$ cat config.mk
export PLATFORM = sky130hd
export DESIGN_NAME = frame_duration_sequencer_top
export DESIGN_NICKNAME = d
export VERILOG_FILES = /design/src/sv/fdseq_pkg.sv /design/src/sv/fdseq_dur_mem.sv /design/src/sv/fdseq_ctrl.sv /design/src/sv/frame_duration_sequencer_top.sv
export SDC_FILE = /design/constraint.sdc
export NUM_CORES = 1
export LEC_CHECK = 0
export BUFFER_PORTS_ARGS = -buffer_cell sky130_fd_sc_hd__buf_4
export CORE_MARGIN = 8
export CORE_UTILIZATION = 67
export DETAILED_ROUTE_END_ITERATION = 6
export PLACE_DENSITY = 0.8
export SYNTH_ARGS = -nofsm -noshare
export SYNTH_HDL_FRONTEND = slang
export SYNTH_HIERARCHICAL = 1
export SYNTH_SLANG_ARGS = --single-unit
$ cat constraint.sdc
create_clock -name clk -period 7.86 [get_ports clk]
set_input_delay 1.572 -clock clk [delete_from_list [all_inputs] [get_ports clk]]
set_output_delay 1.572 -clock clk [all_outputs]
set_load 0.005 [all_outputs]
$ cat src/sv/fdseq_pkg.sv
// shared types, codes and defaults of the frame duration sequencer
package fdseq_pkg;

  // default sizes
  localparam int MAX_FRAMES_DEF    = 64;
  localparam int DURATION_BITS_DEF = 16;

  // fixed field widths
  localparam int ACTION_W     = 2;
  localparam int ELAPSED_W    = 16;
  localparam int ENTRY_IDX_W  = 6;
  localparam int ENTRY_DUR_W  = 16;
  localparam int FRAME_IDX_W  = 6;
  localparam int ADVANCED_W   = 16;
  localparam int FRAME_CNT_W  = 7;
  localparam int CFG_IDX_W    = 1;
  localparam int CFG_DATA_W   = 7;
  localparam int IN_DATA_W    = 40;
  localparam int OUT_DATA_W   = 24;

  typedef enum logic [ACTION_W-1:0] {
    ACT_TICK    = 2'd0,
    ACT_WRITE   = 2'd1,
    ACT_RESTART = 2'd2,
    ACT_NOP     = 2'd3
  } action_t;

  typedef enum logic [CFG_IDX_W-1:0] {
    CFG_FRAME_COUNT = 1'b0,
    CFG_REPEAT_MODE = 1'b1
  } cfg_reg_t;

  typedef struct packed {
    logic [FRAME_CNT_W-1:0] frame_count;
    logic                   repeat_mode;
  } cfg_t;

  typedef struct packed {
    logic                   running;
    logic                   ended;
    logic [ADVANCED_W-1:0]  frames_advanced;
    logic [FRAME_IDX_W-1:0] frame_pos;
  } res_t;

endpackage

$ cat src/sv/fdseq_dur_mem.sv
// duration table: one write port, one read port, registered read data
module fdseq_dur_mem
  import fdseq_pkg::*;
#(
  parameter int DEPTH = MAX_FRAMES_DEF,
  parameter int DW    = DURATION_BITS_DEF,
  parameter int AW    = $clog2(MAX_FRAMES_DEF)
) (
  input  logic          clk,
  input  logic          we,
  input  logic [AW-1:0] waddr,
  input  logic [DW-1:0] wdata,
  input  logic [AW-1:0] raddr,
  output logic [DW-1:0] rdata
);

  logic [DW-1:0] mem [DEPTH];

  always_ff @(posedge clk) begin
    if (we) begin
      mem[waddr] <= wdata;
    end
  end

  always_ff @(posedge clk) begin
    rdata <= mem[raddr];
  end

endmodule

$ cat src/sv/fdseq_ctrl.sv
// sequencer control: item decode, per-frame walk over the duration table, result
module fdseq_ctrl
  import fdseq_pkg::*;
#(
  parameter int MAX_FRAMES    = MAX_FRAMES_DEF,
  parameter int DURATION_BITS = DURATION_BITS_DEF,
  parameter int FI_W          = $clog2(MAX_FRAMES_DEF)
) (
  input  logic                     clk,
  input  logic                     rst,
  input  cfg_t                     cfg,
  input  logic                     in_valid,
  output logic                     in_ready,
  input  logic [ACTION_W-1:0]      in_action,
  input  logic [ELAPSED_W-1:0]     in_elapsed,
  input  logic [ENTRY_IDX_W-1:0]   in_index,
  input  logic [ENTRY_DUR_W-1:0]   in_duration,
  output logic                     mem_we,
  output logic [FI_W-1:0]          mem_waddr,
  output logic [DURATION_BITS-1:0] mem_wdata,
  output logic [FI_W-1:0]          mem_raddr,
  input  logic [DURATION_BITS-1:0] mem_rdata,
  output logic                     res_valid,
  input  logic                     res_ready,
  output res_t                     res
);

  localparam int DUR_W  = DURATION_BITS;
  localparam int TIME_W = ((DUR_W > ELAPSED_W) ? DUR_W : ELAPSED_W) + 1;

  typedef enum logic [1:0] {
    S_IDLE,
    S_CHECK,
    S_DONE
  } state_t;

  state_t               state;
  logic [FI_W-1:0]      cur_frame;
  logic [TIME_W-1:0]    time_in;
  logic                 active;
  logic                 ended;
  logic [ADVANCED_W-1:0] advanced;

  logic                 accept;
  action_t              act;
  logic [FI_W-1:0]      last;
  logic [DUR_W-1:0]     dur_eff;
  logic [TIME_W-1:0]    dur_ext;
  logic                 covered;
  logic                 at_last;
  logic [FI_W-1:0]      frame_next;
  logic [DUR_W-1:0]     wr_dur;

  assign in_ready  = (state == S_IDLE);
  assign accept    = in_valid && in_ready;
  assign act       = action_t'(in_action);
  assign res_valid = (state == S_DONE);

  // last frame in use, out-of-range counts clamped
  always_comb begin
    if (cfg.frame_count == '0) begin
      last = '0;
    end else if (32'(cfg.frame_count) > MAX_FRAMES) begin
      last = FI_W'(MAX_FRAMES - 1);
    end else begin
      last = FI_W'(32'(cfg.frame_count) - 32'd1);
    end
  end

  // duration of the frame under test, zero read as one
  assign dur_eff = (mem_rdata == '0) ? DUR_W'(1) : mem_rdata;
  assign dur_ext = TIME_W'(dur_eff);
  assign covered = (dur_ext <= time_in);
  assign at_last = (cur_frame >= last);

  always_comb begin
    if (at_last) begin
      frame_next = cfg.repeat_mode ? '0 : cur_frame;
    end else begin
      frame_next = cur_frame + FI_W'(1);
    end
  end

  // read the current frame on entry, the following frame while walking
  assign mem_raddr = (state == S_CHECK) ? frame_next : cur_frame;

  assign wr_dur    = DUR_W'(in_duration);
  assign mem_we    = accept && (act == ACT_WRITE) && (32'(in_index) < MAX_FRAMES);
  assign mem_waddr = FI_W'(in_index);
  assign mem_wdata = (wr_dur == '0) ? DUR_W'(1) : wr_dur;

  assign res.frame_pos       = FRAME_IDX_W'(cur_frame);
  assign res.frames_advanced = advanced;
  assign res.ended           = ended;
  assign res.running         = active;

  always_ff @(posedge clk) begin
    if (rst) begin
      state     <= S_IDLE;
      cur_frame <= '0;
      time_in   <= '0;
      active    <= 1'b1;
      ended     <= 1'b0;
      advanced  <= '0;
    end else begin
      unique case (state)
        S_IDLE: begin
          if (accept) begin
            ended    <= 1'b0;
            advanced <= '0;
            state    <= S_DONE;
            unique case (act)
              ACT_TICK: begin
                if (active) begin
                  time_in <= time_in + TIME_W'(in_elapsed);
                  state   <= S_CHECK;
                end
              end
              ACT_RESTART: begin
                cur_frame <= '0;
                time_in   <= '0;
                active    <= 1'b1;
              end
              ACT_WRITE, ACT_NOP: begin
              end
            endcase
          end
        end
        S_CHECK: begin
          if (!covered) begin
            state <= S_DONE;
          end else begin
            time_in <= time_in - dur_ext;
            if (at_last && !cfg.repeat_mode) begin
              // last frame kept, not counted as an advance
              active <= 1'b0;
              ended  <= 1'b1;
              state  <= S_DONE;
            end else begin
              cur_frame <= frame_next;
              if (advanced != '1) begin
                advanced <= advanced + ADVANCED_W'(1);
              end
            end
          end
        end
        S_DONE: begin
          if (res_ready) begin
            state <= S_IDLE;
          end
        end
        default: begin
          state <= S_IDLE;
        end
      endcase
    end
  end

endmodule

$ cat src/sv/frame_duration_sequencer_top.sv
// top level of the frame duration sequencer: ports, config registers, output register
//
// The sequencer walks a table of per-frame durations (milliseconds) and
// produces one result for every request. A tick request adds elapsed_ms to
// the time spent in the current frame; while that time covers the current
// frame's duration the duration is taken off and the frame advances, wrapping
// to frame 0 in repeat mode or stopping on the last frame otherwise (ended
// set, running cleared, leftover time kept). Ticks are ignored while stopped.
// A write request loads one duration (zero is stored as one, indexes past the
// table are dropped) and a restart request returns to frame 0 and runs again.
// Durations sit in a single-port-read synchronous memory that is read one
// entry per cycle while a tick walks the frames; the input is held until the
// request's result is taken by the output register, and a write, restart, no-op
// or a tick while stopped goes straight to its result. The memory has no reset: reading a
// frame whose duration was never written gives an undefined result. The result
// register lets the next request be taken while a result still waits on the
// output. The user must write frame_count and repeat_mode through the config
// port only while the block has no request in flight; the block does not enforce it.
module frame_duration_sequencer_top
  import fdseq_pkg::*;
#(
  parameter int MAX_FRAMES    = MAX_FRAMES_DEF,
  parameter int DURATION_BITS = DURATION_BITS_DEF
) (
  input  logic                  clk,
  input  logic                  rst,
  // input requests
  input  logic                  s_tvalid,
  output logic                  s_tready,
  // action[1:0], elapsed_ms[17:2], entry_index[23:18], entry_duration[39:24]
  input  logic [IN_DATA_W-1:0]  s_tdata,
  // results
  output logic                  m_tvalid,
  input  logic                  m_tready,
  // frame_pos[5:0], frames_advanced[21:6], ended[22], running[23]
  output logic [OUT_DATA_W-1:0] m_tdata,
  // config writes
  input  logic                  cfg_valid,
  output logic                  cfg_ready,
  input  logic [CFG_IDX_W-1:0]  cfg_index,
  input  logic [CFG_DATA_W-1:0] cfg_data
);

  localparam int FI_W = $clog2(MAX_FRAMES);

  cfg_t                     cfg;
  logic                     mem_we;
  logic [FI_W-1:0]          mem_waddr;
  logic [DURATION_BITS-1:0] mem_wdata;
  logic [FI_W-1:0]          mem_raddr;
  logic [DURATION_BITS-1:0] mem_rdata;
  logic                     res_valid;
  logic                     res_ready;
  res_t                     res;

  // config registers, always ready
  assign cfg_ready = 1'b1;

  always_ff @(posedge clk) begin
    if (rst) begin
      cfg.frame_count <= FRAME_CNT_W'(1);
      cfg.repeat_mode <= 1'b0;
    end else if (cfg_valid && cfg_ready) begin
      unique case (cfg_reg_t'(cfg_index))
        CFG_FRAME_COUNT: cfg.frame_count <= FRAME_CNT_W'(cfg_data);
        CFG_REPEAT_MODE: cfg.repeat_mode <= cfg_data[0];
      endcase
    end
  end

  fdseq_ctrl #(
    .MAX_FRAMES   (MAX_FRAMES),
    .DURATION_BITS(DURATION_BITS),
    .FI_W         (FI_W)
  ) u_ctrl (
    .clk        (clk),
    .rst        (rst),
    .cfg        (cfg),
    .in_valid   (s_tvalid),
    .in_ready   (s_tready),
    .in_action  (s_tdata[1:0]),
    .in_elapsed (s_tdata[17:2]),
    .in_index   (s_tdata[23:18]),
    .in_duration(s_tdata[39:24]),
    .mem_we     (mem_we),
    .mem_waddr  (mem_waddr),
    .mem_wdata  (mem_wdata),
    .mem_raddr  (mem_raddr),
    .mem_rdata  (mem_rdata),
    .res_valid  (res_valid),
    .res_ready  (res_ready),
    .res        (res)
  );

  fdseq_dur_mem #(
    .DEPTH(MAX_FRAMES),
    .DW   (DURATION_BITS),
    .AW   (FI_W)
  ) u_mem (
    .clk  (clk),
    .we   (mem_we),
    .waddr(mem_waddr),
    .wdata(mem_wdata),
    .raddr(mem_raddr),
    .rdata(mem_rdata)
  );

  // output register, refilled in the cycle it empties
  assign res_ready = !m_tvalid || m_tready;

  always_ff @(posedge clk) begin
    if (rst) begin
      m_tvalid <= 1'b0;
    end else if (res_ready) begin
      m_tvalid <= res_valid;
    end
  end

  always_ff @(posedge clk) begin
    if (res_valid && res_ready) begin
      m_tdata <= res;
    end
  end

endmodule

==> impl_metrics.csv <==
group,metric,value,unit
synth,syn_inst,2458,
critical_path,cp-end-kind,"register",
clock_tree,clock_latency,0.69,ns
clock_tree,post-cts-setup-buffers,0,
critical_path,worstPathMaxFanout,118,
synth,synth_top_flop_cell,"edfxtp_1",
floorplanning,start_util,67.57,%
critical_path,r2r_slack,1.75,ns
place,hpwl,63680,µm
global_routing,antenna_found_initial,7,
hold_path,hold_class,"register to register",
synth,netlist_area,0.04538,mm²
clock_tree,clockBufferDepth,3,
critical_path,r2r_start,"cfg[1]$_SDFFE_PP1P_",
hold_path,holdPathStages,0,
clock_tree,clk_pin_slew,0.06,ns
timing,slew_viol_final,0,
routing,drt_iter0_drc,3495,
status,status,"completed",
power_and_ir_drop,vdd_drop_max,0.0002400,V
critical_path,crit_path_start,"cfg[1]$_SDFFE_PP1P_",
clock_tree,cts_tree,"done",
critical_path,required,8.36,ns
global_routing,grt_pass1_wl,161200,µm
place,place_congestion,0.8834,
timing,period_share,77.70,%
clock_tree,cts_root_buf,"clkbuf_16",
synth,ys_seq_area_share,72.35,%
synth,synth_seq_cells,1116,
critical_path,crit_type,"register to register",
timing,fin_setup_tns,0,ns
global_routing,grt_pass1_vias,24920,
synth,yosysTopAreaCellShare,69.35,%
clock_tree,cts.repair.resized,0,
routing,drc,0,
critical_path,r2r_cells,18,
timing,rsz0062_at_grt,"no",
synth,netlist_top_cells_area,"edfxtp_1 69%, mux4_2 11%, dfxtp_1 3.0%",
global_routing,gr-total-overflow,0,
final_layout,final_util,74.91,%
place,placed_cells,3302,
place,port_buffers,78,
critical_path,arrival,6.61,ns
critical_path,crit_path_start_kind,"register",
timing,period_needed,6.107,ns
routing,wirelength,109700,µm
floorplanning,pin_count,80,
hold_path,hold_start,"u_ctrl/ended$_SDFFE_PP0P_",
synth,async_flop_share,0,%
routing,drt-wirelength-per-cell,31.32,µm
final_layout,fin_cells,3504,
timing,final-hold-violation-count,0,
final_layout,final_nets,2634,
synth,synth_cell_types,87,
final_layout,area_growth,10.87,%
synth,yosys_warnings,6,
synth,syn_area_per_cell,18.46,µm²
routing,drt-pass1-iter-count,6,
routing,ant_nets,0,
synth,synth_edf_count,1048,
synth,yosys.area.top_type,"edfxtp_1",
power_and_ir_drop,leakage,15.80,nW
floorplanning,die_w,276.2,µm
global_routing,grt_max_degree,119,
synth,synth_common_cells,"1048 x edfxtp_1, 220 x mux4_2, 131 x nor2_1, 93 x nand2_1, 87 x mux2i_1",
floorplanning,dieArea,0.07631,mm²
routing,viasPerCell,7.136,
timing,finalSetupViolCount,0,
floorplanning,rows,95,
routing,via_count,25006,
synth,syn_nets,2555,
clock_tree,ctsHoldBuffers,0,
clock_tree,htree_levels,3,
timing,clock.fmax,0.1637,GHz
global_routing,track_usage,28.32,%
job,cap_violations,0,
timing,finClkSkew,0.02479,ns
timing,tightest_slew,1.326,ns
floorplanning,core_area,0.06716,mm²
final_layout,layout-drive-gt1-share,23.39,%
clock_tree,cts_num_sinks,1116,
power_and_ir_drop,power.density,244.6,mW/mm²
timing,relSlewSlack,11.58,%
synth,synth.most_common_cell,"edfxtp_1",
floorplanning,die_y,276.2,µm
clock_tree,numCtsBuffers,106,
cell usage in the layout (no fill, tap or decap), types with 16 or more instances in the layout:
master / instances
clkinv_2: 29
mux2_2: 28
a21oi_1: 64
buf_4: 114
a211oi_1: 24
clkbuf_1: 17
inv_1: 32
a22oi_1: 39
nor2_1: 93
a221oi_1: 25
nor2_2: 40
nand3_1: 45
edfxtp_1: 1048
nand4_1: 16
o21ai_0: 29
mux2i_1: 87
nor3_1: 30
dfxtp_1: 68
nor2b_1: 32
ha_1: 42
clkbuf_16: 107
mux4_2: 220
nand2_1: 93
path summary, 6_finish.rpt:
check                                  to
hold / removal      m_tdata[22]$_DFFE_PP_
setup / recovery  u_mem/rdata[13]$_DFF_P_
hold reg to reg     m_tdata[22]$_DFFE_PP_
setup reg to reg  u_mem/rdata[13]$_DFF_P_
metrics by stage:
step	instance area (µm²)	hold slack, ns	worst slack (ns)	total power [W]
finish	50310	0.4454	1.753	0.01231
global route	50300	0.4568	1.534	0.01260
global placement	46670	0.4219	1.960	0.007160
floorplan	45380	0.4348	3.542	0.007034
detailed placement	46670	0.4290	1.833	0.007185
CTS	50300	0.4461	1.832	0.01235
worst max-delay path, stage by stage, from the launching register on:
cell and delay [ns]:
dfxtp_1 0.33, inv_1 0.13, ha_1 0.19, nand3b_1 0.15
or2_2 0.35, o21a_1 0.13, ha_1 0.26, nand2b_1 0.14
a2111o_1 0.44, a31o_2 0.26, a21o_1 0.27, nor2_1 0.33
a22o_4 0.46, buf_12 0.65, nand2_4 0.20, a211oi_1 0.35
a221oi_1 0.14, a221oi_1 1.04, a311oi_1 0.08
cell type report:
| cell class | count | area (µm²) |
|---|---|---|
| multi-input combinational | 1162 | 11670 |
| timing repair buffer | 119 | 955.9 |
| antenna | 2 | 5.005 |
| inverter | 32 | 120.1 |
| tap | 873 | 1092 |
| clock inverter | 66 | 758.2 |
| clock buffer | 134 | 2879 |
| sequential | 1116 | 32830 |
| fill | 3530 | 16850 |
power breakdown:
part	internal (W)	leakage (nW)	switching [W]
logic	0.000196	4.03	0.000327
clock network	0.00304	1.79	0.00220
registers	0.00652	9.99	0.0000213
total	0.00975	15.8	0.00255
metal layers:
metal  routed length, µm  vias up  GRT usage (%)
li1                    -    10193              -
met1               39190    12672          37.58
met2               53690     1805          46.02
met3               11900      328          5.980
met4                4907        8          11.86
met5                  56        -              0
flip-flops by register name, indices dropped and copies added, names as in the netlist:
signal            cells
cfg                   8
m_tdata              24
m_tvalid              1
u_ctrl/active         1
u_ctrl/advanced      16
u_ctrl/cur_frame      6
u_ctrl/ended          1
u_ctrl/state          2
u_ctrl/time_in       17
u_mem/mem          1024
u_mem/rdata          16
cell families (layout without fill, tap and decap cells):
| logic type | count (synthesis) | in the layout | synth area share [%] |
|---|---|---|---|
| adders and majority gates | 44 | 44 | 1.246 |
| DFF | 1116 | 1116 | 72.35 |
| AOI/OAI and AO/OA | 321 | 321 | 5.027 |
| and+or+nand+nor | 432 | 432 | 4.768 |
| other | 1 | 3 | 0.008264 |
| xor gates and xnor gates | 24 | 24 | 0.4632 |
| muxes | 340 | 340 | 13.79 |
| buffers and inverters | 180 | 351 | 2.344 |
(Power assumes the default switching activity.)
